`src/rtl/lpfp_pkg.sv`:
```
// Shared types for the length-prefixed frame parser.
package lpfp_pkg;

    localparam int unsigned BYTE_W  = 8;
    localparam int unsigned VALUE_W = 64;
    localparam int unsigned SEC_W   = 3;

    typedef enum logic [SEC_W-1:0] {
        SEC_ID   = 3'd0,
        SEC_HLEN = 3'd1,
        SEC_PLEN = 3'd2,
        SEC_HDR  = 3'd3,
        SEC_PAY  = 3'd4
    } section_t;

    typedef struct packed {
        section_t             phase;
        logic [VALUE_W-1:0]   byte_count;
        logic [VALUE_W-1:0]   assembled_value;
        logic [VALUE_W-1:0]   header_length;
        logic [VALUE_W-1:0]   payload_length;
    } parse_state_t;

    typedef struct packed {
        logic [SEC_W-1:0]     section;
        logic [BYTE_W-1:0]    byte_out;
        logic                 section_last;
        logic [VALUE_W-1:0]   field_value;
        logic                 frame_end;
    } parse_result_t;

endpackage

```
`src/rtl/lpfp_if.sv`:
```
// Channel interfaces for the received byte stream and the tagged result beats.
interface lpfp_byte_if;
    logic                         valid;
    logic                         ready;
    logic [lpfp_pkg::BYTE_W-1:0]  rx_byte;

    modport source (output valid, output rx_byte, input ready);
    modport sink   (input valid, input rx_byte, output ready);
endinterface

interface lpfp_result_if;
    logic                         valid;
    logic                         ready;
    logic [lpfp_pkg::SEC_W-1:0]   section;
    logic [lpfp_pkg::BYTE_W-1:0]  byte_out;
    logic                         section_last;
    logic [lpfp_pkg::VALUE_W-1:0] field_value;
    logic                         frame_end;

    modport source (output valid, output section, output byte_out, output section_last,
                    output field_value, output frame_end, input ready);
    modport sink   (input valid, input section, input byte_out, input section_last,
                    input field_value, input frame_end, output ready);
endinterface

```
`src/rtl/lpfp_step.sv`:
```
// Per-byte parse step: next parser state and the tagged result for one byte.
module lpfp_step #(
    parameter int unsigned ID_BYTES  = 8,
    parameter int unsigned LEN_BYTES = 8
) (
    input  lpfp_pkg::parse_state_t  cur,
    input  logic [lpfp_pkg::BYTE_W-1:0] rx_byte,
    output lpfp_pkg::parse_state_t  nxt,
    output lpfp_pkg::parse_result_t res
);
    import lpfp_pkg::*;

    localparam logic [VALUE_W:0] ID_NEED  = (VALUE_W+1)'(ID_BYTES);
    localparam logic [VALUE_W:0] LEN_NEED = (VALUE_W+1)'(LEN_BYTES);

    section_t           sec;
    logic [VALUE_W:0]   count_inc;
    logic [VALUE_W:0]   need;
    logic               last;
    logic [VALUE_W-1:0] acc;

    always_comb
    begin
        unique case (cur.phase)
            SEC_ID, SEC_HLEN, SEC_PLEN, SEC_HDR, SEC_PAY: sec = cur.phase;
            default: sec = SEC_ID;
        endcase

        count_inc = {1'b0, cur.byte_count} + (VALUE_W+1)'(1);

        unique case (sec)
            SEC_ID:   need = ID_NEED;
            SEC_HLEN: need = LEN_NEED;
            SEC_PLEN: need = LEN_NEED;
            SEC_HDR:  need = {1'b0, cur.header_length};
            default:  need = {1'b0, cur.payload_length};
        endcase

        last = (count_inc >= need);

        // Little-endian assembly: the first byte lands in the low bits.
        acc = cur.assembled_value
            | ({{(VALUE_W-BYTE_W){1'b0}}, rx_byte} << {cur.byte_count[2:0], 3'b000});

        nxt = cur;
        nxt.phase = sec;
        res.section      = sec;
        res.byte_out     = rx_byte;
        res.section_last = last;
        res.field_value  = '0;
        res.frame_end    = 1'b0;

        if (last)
        begin
            nxt.byte_count = '0;
        end
        else
        begin
            nxt.byte_count = count_inc[VALUE_W-1:0];
        end

        unique case (sec)
            SEC_ID, SEC_HLEN, SEC_PLEN:
            begin
                if (last)
                begin
                    res.field_value     = acc;
                    nxt.assembled_value = '0;
                    if (sec == SEC_ID)
                    begin
                        nxt.phase = SEC_HLEN;
                    end
                    else if (sec == SEC_HLEN)
                    begin
                        nxt.header_length = acc;
                        nxt.phase         = SEC_PLEN;
                    end
                    else
                    begin
                        nxt.payload_length = acc;
                        // Empty sections are skipped; with both empty the frame ends here.
                        if (cur.header_length != '0)
                        begin
                            nxt.phase = SEC_HDR;
                        end
                        else if (acc != '0)
                        begin
                            nxt.phase = SEC_PAY;
                        end
                        else
                        begin
                            nxt.phase     = SEC_ID;
                            res.frame_end = 1'b1;
                        end
                    end
                end
                else
                begin
                    nxt.assembled_value = acc;
                end
            end
            default:
            begin
                if (last)
                begin
                    if (sec == SEC_HDR && cur.payload_length != '0)
                    begin
                        nxt.phase = SEC_PAY;
                    end
                    else
                    begin
                        nxt.phase     = SEC_ID;
                        res.frame_end = 1'b1;
                    end
                end
            end
        endcase
    end

endmodule

```
`src/rtl/length_prefixed_frame_parser.sv`:
```
// An accepted byte is held in the input register, and its tagged result beat is
// registered in the result register, from which it is presented on the result channel.
// Throughput: one byte per cycle, sustained under continuous valid and ready.
// The per-byte path is the 64-bit section count increment and compare in lpfp_step.
// Reset: the parser returns to the start of a request id with all counts and
// lengths cleared, and both the input and result registers are emptied.
module length_prefixed_frame_parser #(
    parameter int unsigned ID_BYTES  = 8,
    parameter int unsigned LEN_BYTES = 8
) (
    input  logic           clk,
    input  logic           rst_n,
    lpfp_byte_if.sink      rx,
    lpfp_result_if.source  parsed
);
    import lpfp_pkg::*;

    logic               in_valid_reg;
    logic [BYTE_W-1:0]  in_byte_reg;
    parse_state_t       state_reg;
    parse_state_t       state_next;
    parse_result_t      res_next;
    parse_result_t      res_reg;
    logic               out_valid_reg;
    logic               out_free;
    logic               advance;

    lpfp_step #(
        .ID_BYTES  (ID_BYTES),
        .LEN_BYTES (LEN_BYTES)
    ) u_step (
        .cur     (state_reg),
        .rx_byte (in_byte_reg),
        .nxt     (state_next),
        .res     (res_next)
    );

    assign out_free = !out_valid_reg || parsed.ready;
    assign advance  = in_valid_reg && out_free;
    assign rx.ready = !in_valid_reg || out_free;

    always_ff @(posedge clk or negedge rst_n)
    begin
        if (!rst_n)
        begin
            in_valid_reg              <= 1'b0;
            out_valid_reg             <= 1'b0;
            state_reg.phase           <= SEC_ID;
            state_reg.byte_count      <= '0;
            state_reg.assembled_value <= '0;
            state_reg.header_length   <= '0;
            state_reg.payload_length  <= '0;
        end
        else
        begin
            if (rx.ready)
            begin
                in_valid_reg <= rx.valid;
            end
            if (out_free)
            begin
                out_valid_reg <= in_valid_reg;
            end
            if (advance)
            begin
                state_reg <= state_next;
            end
        end
    end

    always_ff @(posedge clk)
    begin
        if (rx.valid && rx.ready)
        begin
            in_byte_reg <= rx.rx_byte;
        end
        if (advance)
        begin
            res_reg <= res_next;
        end
    end

    assign parsed.valid        = out_valid_reg;
    assign parsed.section      = res_reg.section;
    assign parsed.byte_out     = res_reg.byte_out;
    assign parsed.section_last = res_reg.section_last;
    assign parsed.field_value  = res_reg.field_value;
    assign parsed.frame_end    = res_reg.frame_end;

endmodule
```
`src/flat_wrapper.sv`:
```
// flat-port wrapper written by rule: the top's interface ports become plain ports
module length_prefixed_frame_parser_flat import lpfp_pkg::*;
#(
    parameter int unsigned ID_BYTES  = 8,
    parameter int unsigned LEN_BYTES = 8
)
  (clk, rst_n, rx_valid, rx_rx_byte, rx_ready, parsed_valid, parsed_section, parsed_byte_out, parsed_section_last, parsed_field_value, parsed_frame_end, parsed_ready);
  lpfp_byte_if rx_i ();
  lpfp_result_if parsed_i ();
  input  logic clk;
  input  logic rst_n;
  input wire logic [$bits(rx_i.valid)-1:0] rx_valid;
  input wire logic [$bits(rx_i.rx_byte)-1:0] rx_rx_byte;
  output wire logic [$bits(rx_i.ready)-1:0] rx_ready;
  output wire logic [$bits(parsed_i.valid)-1:0] parsed_valid;
  output wire logic [$bits(parsed_i.section)-1:0] parsed_section;
  output wire logic [$bits(parsed_i.byte_out)-1:0] parsed_byte_out;
  output wire logic [$bits(parsed_i.section_last)-1:0] parsed_section_last;
  output wire logic [$bits(parsed_i.field_value)-1:0] parsed_field_value;
  output wire logic [$bits(parsed_i.frame_end)-1:0] parsed_frame_end;
  input wire logic [$bits(parsed_i.ready)-1:0] parsed_ready;
  assign rx_i.valid = rx_valid;
  assign rx_i.rx_byte = rx_rx_byte;
  assign rx_ready = rx_i.ready;
  assign parsed_valid = parsed_i.valid;
  assign parsed_section = parsed_i.section;
  assign parsed_byte_out = parsed_i.byte_out;
  assign parsed_section_last = parsed_i.section_last;
  assign parsed_field_value = parsed_i.field_value;
  assign parsed_frame_end = parsed_i.frame_end;
  assign parsed_i.ready = parsed_ready;
  length_prefixed_frame_parser #(.ID_BYTES(ID_BYTES), .LEN_BYTES(LEN_BYTES)) u_core (.clk(clk), .rst_n(rst_n), .rx(rx_i), .parsed(parsed_i));
endmodule
```
`config.mk`:
```
export PLATFORM = sky130hd
export DESIGN_NAME = length_prefixed_frame_parser_flat
export DESIGN_NICKNAME = d
export VERILOG_FILES = /design/src/rtl/lpfp_pkg.sv /design/src/rtl/lpfp_if.sv /design/src/rtl/lpfp_step.sv /design/src/rtl/length_prefixed_frame_parser.sv /design/src/flat_wrapper.sv
export SDC_FILE = /design/constraint.sdc
export NUM_CORES = 1
export LEC_CHECK = 0
export BUFFER_PORTS_ARGS = -buffer_cell sky130_fd_sc_hd__buf_2
export CORE_MARGIN = 2
export CORE_UTILIZATION = 36
export CTS_CLUSTER_DIAMETER = 150
export DETAILED_ROUTE_END_ITERATION = 10
export MAX_ROUTING_LAYER = met4
export PLACE_DENSITY = 0.63
export SLEW_MARGIN = 20
export SYNTH_ARGS = -nofsm -noshare
export SYNTH_HDL_FRONTEND = slang
export SYNTH_SLANG_ARGS = --single-unit
```
`constraint.sdc`:
```
create_clock -name clk -period 14.55 [get_ports clk]
set_input_delay 2.1825 -clock clk [delete_from_list [all_inputs] [get_ports clk]]
set_output_delay 2.1825 -clock clk [all_outputs]
set_load 0.05 [all_outputs]
```
==> results by group <==
Critical path
  – Worst Path Required: between 10000 and 15000 ps
  – Worst reg2reg path depth: 18
  – Nature of the critical path startpoint: flip-flop
  – Crit Reg-Reg Endpoint: u_core.parsed.frame_end
  – Reg2reg start: u_core.state_reg[192]
  – Worst reg-to-reg setup slack: just under 8000 ps
  – Crit Path Max Fanout: 70
  – Worst Setup Path Type: reg2reg
  – CP Data Arrival Time: 7010 ps
  – CP Capture Type: flip-flop

Finish
  – Multi-input logic area: roughly 8000 um^2
  – P&R area growth vs syn: 13.2%
  – Finished Cell Area: about 20000 um^2
  – Max reg flops: 259
  – Proportion of layout cells with a drive suffix above 1: between 10% and 20%
  – Reg area: roughly 9100 um^2
  – Nets: 1825
  – Commonest non-fill, non-tap cell in the layout: dfrtp_1
  – Antenna fix cells: 0
  – Most frequent cells in the layout: 261 x dfrtp_1, 152 x a21oi_1, 128 x nand2_1, 96 x nor2_1, 89 x buf_2
  – Layout filler cell count: roughly 4700

Synthesis
  – Synth warn: 0
  – Post-synthesis sequential area ratio: 50.7%
  – Largest cells by area after synthesis: dfrtp_1 36%, edfxtp_1 14%, mux2_2 4.6%
  – Synth top area share: a little over a third
  – Yosys reg bits: between 300 and 400
  – Post-Syn Area: between 15000 and 20000 um^2
  – Synth Area per Inst: between 10 and 15 um^2
  – Number of synthesized flops with an enable pin: 85
  – Post-Syn Instances: between 1500 and 2000
  – Post-synth ARST share: 75.4%
  – Area leader, netlist: dfrtp_1
  – Post-Syn Nets: roughly 1800
  – Synth unique cells: between 60 and 70
  – Post-synth top flop: dfrtp_1

Placement
  – Input/output buffers: 90
  – GPL Wtd Cong: a little under 0.9
  – HPWL Detailed: approximately 36000 um
  – DP Area: about 19000 um^2

STA
  – Max-slew violations: 0
  – Max Clk Rate: 0.149 GHz
  – Final period util: roughly 46%
  – Worst slew pin tran: ~1100 ps
  – Hold Fails Final Rpt: 0
  – Unrepaired setup endpoints after global routing: no
  – Fin Setup TNS: 0 ps
  – Slew headroom: 24.2%
  – Min Tclk post-route: 6700 ps
  – Max Clock Skew: 19.4 ps
  – Final setup vio count: 0

Global route
  – Gr ovfl total: 0
  – GRT Util Overall: 21.4%
  – Initial antenna violation count: 0
  – Vias in the first global route: around 14000
  – First-pass GRT wire length: about 83000 um
  – Largest net degree at the start of global routing: ~170

Clock tree
  – Reg clk slew, reported paths: about 60 ps
  – H-Tree Depth: 2
  – CTS tree: yes
  – Clk sink count: 346
  – Root Driver: clkbuf_16
  – Post-CTS setup buffer count: 0
  – Clk_lat worst skew: 560 ps
  – Clock Path Buffers: 3
  – Hold_buf cts: 0
  – Post-cts resize count: 0
  – Num CTS Buffers: 39

Drt
  – Vias: 14153
  – Wire per inst: 21.8 um
  – Avg Vias per Cell: between 5 and 6
  – Detail Route Antenna Nets: 0
  – Initial DRC count: roughly 1400
  – # DRC: 0
  – First-pass iteration count of the detailed router: 6
  – Routed wire length: between 50000 and 60000 um

Die
  – Ports: 91
  – Height of the chip: roughly 230 um
  – Initial Utilization: 36.5%
  – CORE AREA: slightly below 50000 um^2
  – Total die area: ~52000 um^2
  – Rows: 81
  – Die Wd: about 230 um

Min path
  – Hold path depth: 1
  – Hold crit path type: reg2reg
  – Hold path start: u_core.in_valid_reg
  – Hold endpoint: u_core.parsed.valid

Power
  – Peak VDD IR: ~0.14 mV
  – Power, Total: 3900 uW
  – Pwr dens: ~190 nW/um^2
  – Leakage: roughly 0.009 uW

Status
  – Outcome: completed

Flow run
  – Max Cap Viol: 0
==> Yosys cell counts, types with 14 or more instances <==
cell        n
nor2_1     97
a21o_1     66
inv_1      39
o22ai_1    25
xnor2_1    27
xor2_1     15
clkbuf_1  101
nand4_1    62
mux2_1     55
or3_1      14
buf_2      14
a31oi_1    23
dfrtp_1   261
nor3_1     75
a22oi_1    62
ha_1       65
o21ai_0    30
mux2_2     73
and2_1     26
nand3_1    41
nand2_1   130
nor4_1     51
edfxtp_1   85
a21oi_1   153
==> routing by layer <==
layer	share of wire, %	vias up	track usage [%]
met2	45	543	31.8
met1	47	7079	30.8
met3	5.8	96	2.58
li1	-	6435	-
met4	2.9	0	6.35
met5	0	-	-
==> worst max path at each step <==
stage                          startpoint                        end  slack [ps]  cells past startpoint
finish              u_core.state_reg[192]    u_core.parsed.frame_end        7850                     18
global route        u_core.state_reg[192]    u_core.parsed.frame_end        7370                     18
CTS                 u_core.state_reg[192]    u_core.parsed.frame_end        7880                     17
detailed placement  u_core.state_reg[192]    u_core.parsed.frame_end        7910                     17
global placement    u_core.state_reg[192]    u_core.parsed.frame_end        8000                     17
floorplan                    parsed_ready  u_core.parsed.byte_out[0]        9240                      4
==> power by group <==
group,switching (uW),total [uW],internal [uW]
clock network,425,1050,629
logic,1020,1450,432
registers,176,1400,1220
total,1620,3900,2280
==> final cells by class <==
type,instances,area share [%]
Sequential cell,346,44.8
Multi-Input combinational cell,1203,40.3
Clock buffer,51,5.44
Tap cell,664,4.10
Timing Repair Buffer,118,3.37
Clock inverter,20,1.27
Inverter,40,0.753
==> cells by family after synthesis <==
| kind of cell | Yosys count | synth area share [%] |
|---|---|---|
| compound gates | 416 | 15.0 |
| xor+xnor | 42 | 2.05 |
| fa+ha+maj | 65 | 4.54 |
| buf+inv | 169 | 4.02 |
| flops | 346 | 50.7 |
| mux | 128 | 8.05 |
| simple gates | 552 | 15.6 |
==> critical path, stage by stage, from the launching register on <==
cell	delay, ps
dfrtp_1	750
ha_1	360
nand4_1	230
nor3_1	470
nand4_2	350
or3_1	560
nor3_1	210
xor2_1	230
ha_1	280
nand3_1	130
nor3_1	70
a221oi_1	260
o21ai_0	210
a211oi_4	260
buf_4	300
and2_2	380
buf_4	640
inv_1	470
o221a_2	250
==> through the flow <==
stage          setup WS, ps  cells  hold slack (ps)  utilization [%]
3_3_place_gp           8000   2371              487             38.5
3_5_place_dp           7910   2371              499             38.5
6_report               7850   2442              504             41.3
2_1_floorplan          9240   1718              433                -
4_1_cts                7880   2442              508             41.3
5_1_grt                7370   2442              527             41.3
No activity file was read; power rests on OpenSTA's default activity.
